**src/design/multimeter_reading_scaler_core_defines.svh**
```systemverilog
// ----------------------------------------------------------------------------
// Assertion macros for the multimeter reading scaler
// Shared property forms, clocked on clk and disabled while rst_n is low.
// ----------------------------------------------------------------------------
`ifndef MULTIMETER_READING_SCALER_CORE_DEFINES_SVH
`define MULTIMETER_READING_SCALER_CORE_DEFINES_SVH

// cons must hold whenever ante holds
`define MRS_ASSERT_NOW(lbl, ante, cons, msg) \
  lbl: assert property (@(posedge clk) disable iff (!rst_n) (ante) |-> (cons)) \
    else $error(msg);

// cons must hold whenever a result item is offered
`define MRS_ASSERT_OUT(lbl, cons, msg) \
  lbl: assert property (@(posedge clk) disable iff (!rst_n) out_tvalid |-> (cons)) \
    else $error(msg);

`endif

```
**src/design/mrs_pkg.sv**
```systemverilog
// ----------------------------------------------------------------------------
// mrs_pkg
// Types, widths and constants of the multimeter reading scaler.
// ----------------------------------------------------------------------------
package mrs_pkg;

  localparam int RC_W   = 12;   // ADC code width
  localparam int PIN_W  = 6;
  localparam int REF_W  = 21;   // reference in uV
  localparam int R1_W   = 24;   // parallel resistance in ohms
  localparam int MAG_W  = 34;   // |Vin| * reference_code
  localparam int SNUM_W = 36;   // supply numerator
  localparam int MAGK_W = 39;   // scaled voltage numerator
  localparam int NUM_W  = 86;   // resistance numerator
  localparam int DEN_W  = 60;   // main divisor
  localparam int QM_W   = 47;   // main quotient bits before saturation
  localparam int QS_W   = 35;   // supply quotient bits before saturation
  localparam int RD_W   = 48;   // reading
  localparam int SUP_W  = 35;   // supply

  localparam int DIV_STEPS = 2; // divider bits per pipeline stage

  localparam logic [32:0] VIN_OFFSET_UV = 33'd2000000;
  localparam logic [33:0] FULL_SCALE_UV = 34'd2500000;
  localparam logic [RD_W-1:0] POS_CAP = {1'b0, {(RD_W-1){1'b1}}};
  localparam logic [RD_W-1:0] NEG_MAG = {1'b1, {(RD_W-1){1'b0}}};
  localparam logic [SUP_W-1:0] SUP_CAP = {SUP_W{1'b1}};

  localparam logic CFG_REF_UV  = 1'b0;
  localparam logic CFG_PAR_OHM = 1'b1;

  typedef enum logic [2:0] {
    RNG_2V   = 3'd0,
    RNG_10V  = 3'd1,
    RNG_50V  = 3'd2,
    RNG_1K   = 3'd3,
    RNG_10K  = 3'd4,
    RNG_100K = 3'd5,
    RNG_1M   = 3'd6
  } range_t;

  typedef struct packed {
    logic [PIN_W-1:0] pins;
    logic [RC_W-1:0]  sc;
    logic [RC_W-1:0]  mc;
    logic [RC_W-1:0]  rc;
  } meas_t;

  typedef struct packed {
    range_t            rng;
    logic              neg;
    logic              err;
    logic              zero_rc;
    logic              sat_m;
    logic              sat_s;
    logic [DEN_W-1:0]  dm;
    logic [DEN_W-1:0]  rem_m;
    logic [QM_W-1:0]   nlo_m;
    logic [RC_W-1:0]   ds;
    logic [RC_W-1:0]   rem_s;
    logic [QS_W-1:0]   nlo_s;
  } div_item_t;

  typedef struct packed {
    logic             err;
    range_t           rng;
    logic [SUP_W-1:0] supply;
    logic [RD_W-1:0]  reading;
  } out_item_t;

endpackage

```
**src/design/mrs_back.sv**
```systemverilog
// ----------------------------------------------------------------------------
// mrs_back
// Rounding, saturation and sign, ending in the output register.
// ----------------------------------------------------------------------------
module mrs_back
  import mrs_pkg::*;
(
  input  logic      clk,
  input  logic      rst_n,
  input  logic      in_valid,
  output logic      in_ready,
  input  div_item_t in_item,
  output logic      out_valid,
  input  logic      out_ready,
  output out_item_t out_item
);

  typedef struct packed {
    range_t          rng;
    logic            neg;
    logic            err;
    logic            zero_rc;
    logic            sat_m;
    logic            sat_s;
    logic [QM_W:0]   qm;
    logic [QS_W:0]   qs;
  } rnd_t;

  logic [1:0] v_r;
  logic [2:0] adv;
  rnd_t       b0_r, b0_nxt;
  out_item_t  b1_r, b1_nxt;

  assign adv[2]    = out_ready;
  assign adv[1]    = !v_r[1] || adv[2];
  assign adv[0]    = !v_r[0] || adv[1];
  assign in_ready  = adv[0];
  assign out_valid = v_r[1];
  assign out_item  = b1_r;

  // round half up on the magnitude
  always_comb begin
    logic up_m;
    logic up_s;
    up_m = {in_item.rem_m, 1'b0} >= {1'b0, in_item.dm};
    up_s = {in_item.rem_s, 1'b0} >= {1'b0, in_item.ds};
    b0_nxt.rng     = in_item.rng;
    b0_nxt.neg     = in_item.neg;
    b0_nxt.err     = in_item.err;
    b0_nxt.zero_rc = in_item.zero_rc;
    b0_nxt.sat_m   = in_item.sat_m;
    b0_nxt.sat_s   = in_item.sat_s;
    b0_nxt.qm      = {1'b0, in_item.nlo_m} + (QM_W+1)'(up_m);
    b0_nxt.qs      = {1'b0, in_item.nlo_s} + (QS_W+1)'(up_s);
  end

  always_comb begin
    logic [RD_W-1:0] magn;
    magn = b0_r.sat_m ? NEG_MAG : RD_W'(b0_r.qm);
    b1_nxt.err = b0_r.err;
    b1_nxt.rng = b0_r.rng;
    if (b0_r.err) begin
      b1_nxt.reading = '0;
    end else if (b0_r.neg) begin
      b1_nxt.reading = -magn;
    end else begin
      b1_nxt.reading = (magn > POS_CAP) ? POS_CAP : magn;
    end
    if (b0_r.zero_rc) begin
      b1_nxt.supply = '0;
    end else if (b0_r.sat_s || b0_r.qs[QS_W]) begin
      b1_nxt.supply = SUP_CAP;
    end else begin
      b1_nxt.supply = b0_r.qs[QS_W-1:0];
    end
  end

  always_ff @(posedge clk) begin
    if (!rst_n) begin
      v_r <= '0;
    end else begin
      if (adv[0]) v_r[0] <= in_valid;
      if (adv[1]) v_r[1] <= v_r[0];
    end
  end

  always_ff @(posedge clk) begin
    if (adv[0]) b0_r <= b0_nxt;
    if (adv[1]) b1_r <= b1_nxt;
  end

endmodule
```
**config.mk**
```make
export PLATFORM = sky130hd
export DESIGN_NAME = mrs_back
export DESIGN_NICKNAME = d
export VERILOG_FILES = /design/src/design/multimeter_reading_scaler_core_defines.svh /design/src/design/mrs_pkg.sv /design/src/design/mrs_back.sv
export SDC_FILE = /design/constraint.sdc
export NUM_CORES = 1
export LEC_CHECK = 0
export ABC_AREA = 1
export BUFFER_PORTS_ARGS = -buffer_cell sky130_fd_sc_hd__buf_2
export CORE_UTILIZATION = 32
export CTS_BUF_LIST = sky130_fd_sc_hd__clkbuf_16
export DETAILED_ROUTE_END_ITERATION = 10
export PLACE_DENSITY = 0.5
export SYNTH_ARGS = -nofsm -noshare
export SYNTH_HDL_FRONTEND = slang
export SYNTH_SLANG_ARGS = --single-unit
```
**constraint.sdc**
```tcl
create_clock -name clk -period 6.1 [get_ports clk]
set_input_delay 0.915 -clock clk [delete_from_list [all_inputs] [get_ports clk]]
set_output_delay 0.915 -clock clk [all_outputs]
set_load 0.05 [all_outputs]
```
==> results.json, run 1 <==
{
  "outcome": "finished clean",
  "grt_setup_unrepaired": "false",
  "critPathKind": "in -> reg",
  "hp-class": "reg -> reg",
  "synth_top_area_cell": "edfxtp_1",
  "grt_overflow": 0,
  "gp_congestion": 0.934,
  "sw_frac_of_total_pct": 33.4,
  "fillers": 3806,
  "grt_max_degree": 63,
  "placement.io_buffers": 326,
  "synth_area_leaders": "edfxtp_1, nand2_1, ha_1, inv_1, nor2_1",
  "avgSynthCellArea_sq_um": 8.34,
  "clk_pin_slew_worst_paths_ps": 70,
  "worst_setup_path_end_kind": "register",
  "tns_ps": 0,
  "holdWs_ps": 423,
  "slew_headroom_pct": 41.5,
  "required_ps": 6290,
  "drt_first_iter_violations": 709,
  "skew_ps": 9.59,
  "synth_top_area_share_pct": 44.7,
  "regToRegStartpoint": "b0_r[88]",
  "peakVddDrop_mv": 0.167,
  "drive_above_1_share_pct": 23.3,
  "reg2regPathDepth": 8,
  "vias": 10724,
  "worstMarginPinSlew_ps": 875,
  "vias_per_cell": 4.77,
  "cts_buffers": 17,
  "grt_pass1_vias": 10599,
  "syn_nets": 1757,
  "grtUsageTotal_pct": 19.2,
  "critPathLaunch": "in_item[164]",
  "ys_types": 41,
  "core.rowCount": 70,
  "sequentialPowerShare_pct": 45.0,
  "synth_edf_count": 179,
  "syn_to_final_growth_pct": 22.5,
  "power.net_switching_uw": 1130,
  "slew_violations": 0,
  "pwr-share-clk_pct": 31.4,
  "design.core.area_sq_um": 36800,
  "busiest_layer": "met2",
  "hpwl_microns": 30400,
  "syn_inst": 1442,
  "cap_violations": 0,
  "dieArea_sq_um": 38400,
  "htreeDepth": 4,
  "powerDensity_nw_per_um2": 230,
  "ys_seq_area_share_pct": 45.0,
  "grt_antenna_before_repair": 6,
  "met2_usage_pct": 31.1,
  "fp.dieW_microns": 196,
  "power_frac_comb_pct": 23.6,
  "dr.pass1.iters": 5,
  "cp_data_arrival_time_ps": 3890,
  "cts.sinks": 181,
  "synthFlopType": "edfxtp_1",
  "cts_hold_buf": 0,
  "final_cell_mix": "buf_2, nand2_1, inv_1",
  "drtAntennaViolNets": 0,
  "routedWlPerCell_microns": 16.4,
  "r2r_slack_ps": 3140,
  "fin_crit_ps": 3690,
  "clk_latency_ps": 440,
  "layout_commonest_cell": "buf_2",
  "critPathLaunchType": "input port",
  "finalSetupViolCount": 0,
  "initial_core_util_pct": 32.7,
  "grtUsageMet1_pct": 25.2,
  "cts_setup_buffers": 0,
  "yosysWarnings": 0,
  "crit_fanout": 3,
  "intPower_uw": 2250,
  "cts_resized": 0,
  "final-hold-violation-count": 0,
  "grt_pass1_wl_microns": 56800,
  "clk_path_buf_depth": 2,
  "fmax_mhz": 271,
  "grt.met3_usage_pct": 4.52,
  "clock-root-buffer": "clkbuf_16",
  "synth.cell_area_sq_um": 12000,
  "async_flop_share_pct": 0,
  "ios": 327,
  "r2r-end": "out_item[40]",
  "synth-seq-cells": 181,
  "leakage_uw": 0.00728,
  "endpoint": "b0_r[78]",
  "die-height_microns": 196,
  "fin_crit_sh_pct": 60.5,
  "drc": 0,
  "cts_tree": "yes",
  "wl_microns": 36800,
  "layout.nets": 2081
}
[cells in the mapped netlist (4+ instances only)]
| cell type | count |
|---|---|
| nand3b_1 | 6 |
| and3_1 | 4 |
| a21oi_1 | 104 |
| nor4_1 | 10 |
| nor2_4 | 4 |
| a31oi_1 | 4 |
| inv_1 | 218 |
| o21ai_1 | 6 |
| o21ai_0 | 49 |
| buf_2 | 8 |
| buf_6 | 5 |
| nand2_2 | 16 |
| inv_2 | 5 |
| nor2_1 | 157 |
| clkbuf_1 | 12 |
| xnor2_1 | 28 |
| nand2_1 | 291 |
| nand4_1 | 55 |
| ha_1 | 77 |
| nand3_1 | 65 |
| nor3_1 | 45 |
| nor2_2 | 16 |
| xor2_1 | 53 |
| edfxtp_1 | 179 |
[cells by family (layout without fill, tap and decap cells)]
group,count (synthesis),in the layout,share of synthesized area [%]
buffers and inverters,250,587,8.23
adders and majority gates,77,77,8.01
other,0,1,0
and+or+nand+nor,678,678,25.2
xor gates and xnor gates,81,81,5.90
DFF,181,181,45.0
AOI/OAI and AO/OA,175,175,7.65
[worst max-delay path, cell delays in order]
cell and delay [ps]:
buf_2 100, ha_1 300, nand4_1 130, nor3_1 250
nand4_1 150, nor3b_1 310, nand2_1 90, nand2_1 100
ha_1 180, ha_1 180, nand2_1 70, nor2_1 190
nand3_1 160, nor2_1 230, nand2_1 120, nor2_1 170
nand2_1 90, xor2_1 150
[power by group through the flow]
stage / Sequential [uW] / Combinational, uW / Clock, uW
floorplan: 1760 / 321 / 0
global placement: 1550 / 796 / 0
detailed placement: 1550 / 801 / 0
CTS: 1530 / 804 / 1090
global route: 1530 / 878 / 1140
finish: 1520 / 799 / 1060
[flip-flops by register name, summed over array words and instances, names as in the netlist]
signal,cells
v_r,2
b0_r,92
out_item,87
[metal layers]
layer / routed length, microns / vias to the layer above / share of wire (%)
li1: - / 5471 / -
met1: 16800 / 4822 / 45
met2: 16800 / 379 / 46
met3: 2460 / 46 / 6.7
met4: 741 / 6 / 2.0
met5: 30 / - / 0.081
[how the worst min path moves through the flow]
stage,from,endpoint,slack [ps],cells past startpoint
detailed placement,b0_r[91],out_item[85],410,0
floorplan,b0_r[89],out_item[83],400,0
finish,b0_r[91],out_item[85],420,0
CTS,b0_r[91],out_item[85],420,0
global route,b0_r[89],out_item[83],440,0
global placement,b0_r[91],out_item[85],400,0
[layout make-up]
type	count	area [sq um]	area share [%]
clock buffers	17	425	2.89
inverters	223	837	5.68
diodes	1	2.50	0.0170
multi-input cells	1011	5650	38.3
well taps	468	586	3.97
repair buffers	332	1680	11.4
clock inverters	15	145	0.985
flip-flops and latches	181	5420	36.7
[through the flow]
stage / cell area [sq um] / total power [uW] / instances / utilization (%) / setup slack (ps)
after floorplan: 12000 / 2080 / 1442 / - / 1450
after global placement: 14200 / 2350 / 2215 / 38.5 / 2070
after detailed placement: 14200 / 2350 / 2215 / 38.5 / 1920
after CTS: 14700 / 3420 / 2247 / 40.1 / 2390
after global routing: 14700 / 3550 / 2248 / 40.1 / 2030
final: 14700 / 3380 / 2248 / 40.1 / 2410
No activity file was read; power rests on OpenSTA's default activity.
==> run 2: changes to the inputs <==
--- a/config.mk
+++ b/config.mk
@@ -10,7 +10,7 @@
 export CORE_UTILIZATION = 32
 export CTS_BUF_LIST = sky130_fd_sc_hd__clkbuf_16
 export DETAILED_ROUTE_END_ITERATION = 10
-export PLACE_DENSITY = 0.5
+export PLACE_DENSITY = 0.52
 export SYNTH_ARGS = -nofsm -noshare
 export SYNTH_HDL_FRONTEND = slang
 export SYNTH_SLANG_ARGS = --single-unit
==> constraint.sdc (replaced) <==
create_clock -name clk -period 3.2 [get_ports clk]
set_input_delay 0.48 -clock clk [delete_from_list [all_inputs] [get_ports clk]]
set_output_delay 0.48 -clock clk [all_outputs]
set_load 0.05 [all_outputs]
==> run 2 against run 1 <==
  * Combinational power rose by 94%
  * Critical endpoint is now b0_r[30]
  * Non-clock buffer count rose by 44
  * Highest routed layer unchanged
  * Largest cell class unchanged
  * Routed wire length rose by 1.6%
  * Clock power rose by 99%
  * Sequential power rose by 91%
  * Cell area rose by 2.5%
==> results.json, run 2 (synthesis results as in run 1) <==
{
  "cp_data_arrival_time_ps": 3050,
  "final-hold-violation-count": 0,
  "drtAntennaViolNets": 0,
  "fin_cells": 2291,
  "die-height_microns": 196,
  "cts_tree": "yes",
  "cap_violations": 0,
  "dieArea_sq_um": 38400,
  "peakVddDrop_mv": 0.363,
  "cts_buffers": 17,
  "fmax_mhz": 349,
  "clock-root-buffer": "clkbuf_16",
  "fillers": 3779,
  "layout.nets": 2125,
  "drive_above_1_share_pct": 25.2,
  "gp_congestion": 0.939,
  "syn_to_final_growth_pct": 25.6,
  "final_cell_mix": "buf_2, nand2_1, inv_1",
  "wl_microns": 37400,
  "setup_slack_ps": 334,
  "pre_cts_slack_ps": -242,
  "drt_first_iter_violations": 645,
  "critPathLaunchType": "input port",
  "regArea_sq_um": 5420,
  "routedWlPerCell_microns": 16.3,
  "outcome": "finished clean",
  "worst_setup_path_end_kind": "register",
  "leakage_uw": 0.00751,
  "cts.sinks": 181,
  "dpl.cell_count": 2259,
  "ios": 327,
  "worstMarginPinSlew_ps": 948,
  "largest_reg_flops": 92,
  "grt_pass1_wl_microns": 57300,
  "skew_ps": 13.6,
  "grtUsageTotal_pct": 19.5,
  "vias": 10894,
  "multi_input_area_sq_um": 5660,
  "finalSetupViolCount": 0,
  "cts_hold_buf": 0,
  "fin_crit_sh_pct": 89.6,
  "grt_antenna_before_repair": 3,
  "grt_max_degree": 58,
  "grt_pass1_vias": 10552,
  "layout_commonest_cell": "buf_2",
  "vias_per_cell": 4.76,
  "critPathKind": "in -> reg",
  "drc": 0,
  "htreeDepth": 4,
  "design.core.area_sq_um": 36800,
  "crit_fanout": 3,
  "fin_crit_ps": 2870,
  "hpwl_microns": 31100,
  "regMostFlops": "b0_r",
  "powerDensity_nw_per_um2": 434,
  "clk_path_buf_depth": 2,
  "fp.dieW_microns": 196,
  "dr.pass1.iters": 5,
  "clk_latency_ps": 450,
  "core.rowCount": 70,
  "required_ps": 3380,
  "slew_headroom_pct": 36.8,
  "hp-class": "in -> reg",
  "initial_core_util_pct": 32.7,
  "slew_violations": 0,
  "num_antenna_cells": 0,
  "power_uw": 6560,
  "clk_pin_slew_worst_paths_ps": 80,
  "placement.io_buffers": 326,
  "grt_overflow": 0
}
run 2: layout make-up:
class | count | share of cell area, %
Multi-Input combinational cell | 1011 | 37.4
Sequential cell | 181 | 35.8
Timing Repair Buffer | 376 | 13.4
Inverter | 223 | 5.54
Tap cell | 468 | 3.87
Clock buffer | 17 | 2.81
Clock inverter | 15 | 1.08
run 2: layer usage:
layer  share of wire, %  GRT usage [%]
met5               0.12              0
met4                2.0           5.73
met3                5.2           3.39
met2                 47           32.8
met1                 45           25.5
run 2: path summary, 6_finish.rpt:
path / endpoint / cells after the start / from / slack (ps)
max: b0_r[30] / 17 / in_item[36] / 330
min: b0_r[89] / 1 / in_item[231] / 210
max reg2reg: out_item[22] / 9 / b0_r[85] / 780
min reg2reg: out_item[85] / 0 / b0_r[91] / 420
run 2: repair_timing:
| item | in CTS | in global routing |
|---|---|---|
| buffers inserted | 0 | 0 |
| endpoints found under the setup margin | 0 | 9 |
| gates resized for setup | 0 | 2 |
| hold endpoints to repair | 0 | 0 |
run 2: stage by stage:
stage	utilization [%]	TNS (ps)	cell area, sq um	hold slack, ps
2_1_floorplan	-	0	12000	400
3_3_place_gp	39.5	-1690	14500	400
3_5_place_dp	39.5	-3460	14500	409
4_1_cts	41.1	0	15100	193
5_1_grt	41.1	-0.565	15100	193
6_report	41.1	0	15100	209
run 2: report_power, final:
part / internal [uW] / switching (uW) / total (uW)
clock: 1110 / 998 / 2110
sequential: 2820 / 86.5 / 2910
combinational: 458 / 1090 / 1550
total: 4390 / 2170 / 6560
run 2: critical path: stages:
cell and delay [ps]:
buf_2 110, ha_1 290, nand2_1 60, nor3_1 170, nor2_1 80, o21ai_0 240, ha_1 230, ha_1 170
nand3_1 100, nor2_2 150, nand2_1 130, buf_4 160, nor2_1 150, nand2_1 110, nor2_1 110, nand4_1 120
xnor2_1 170
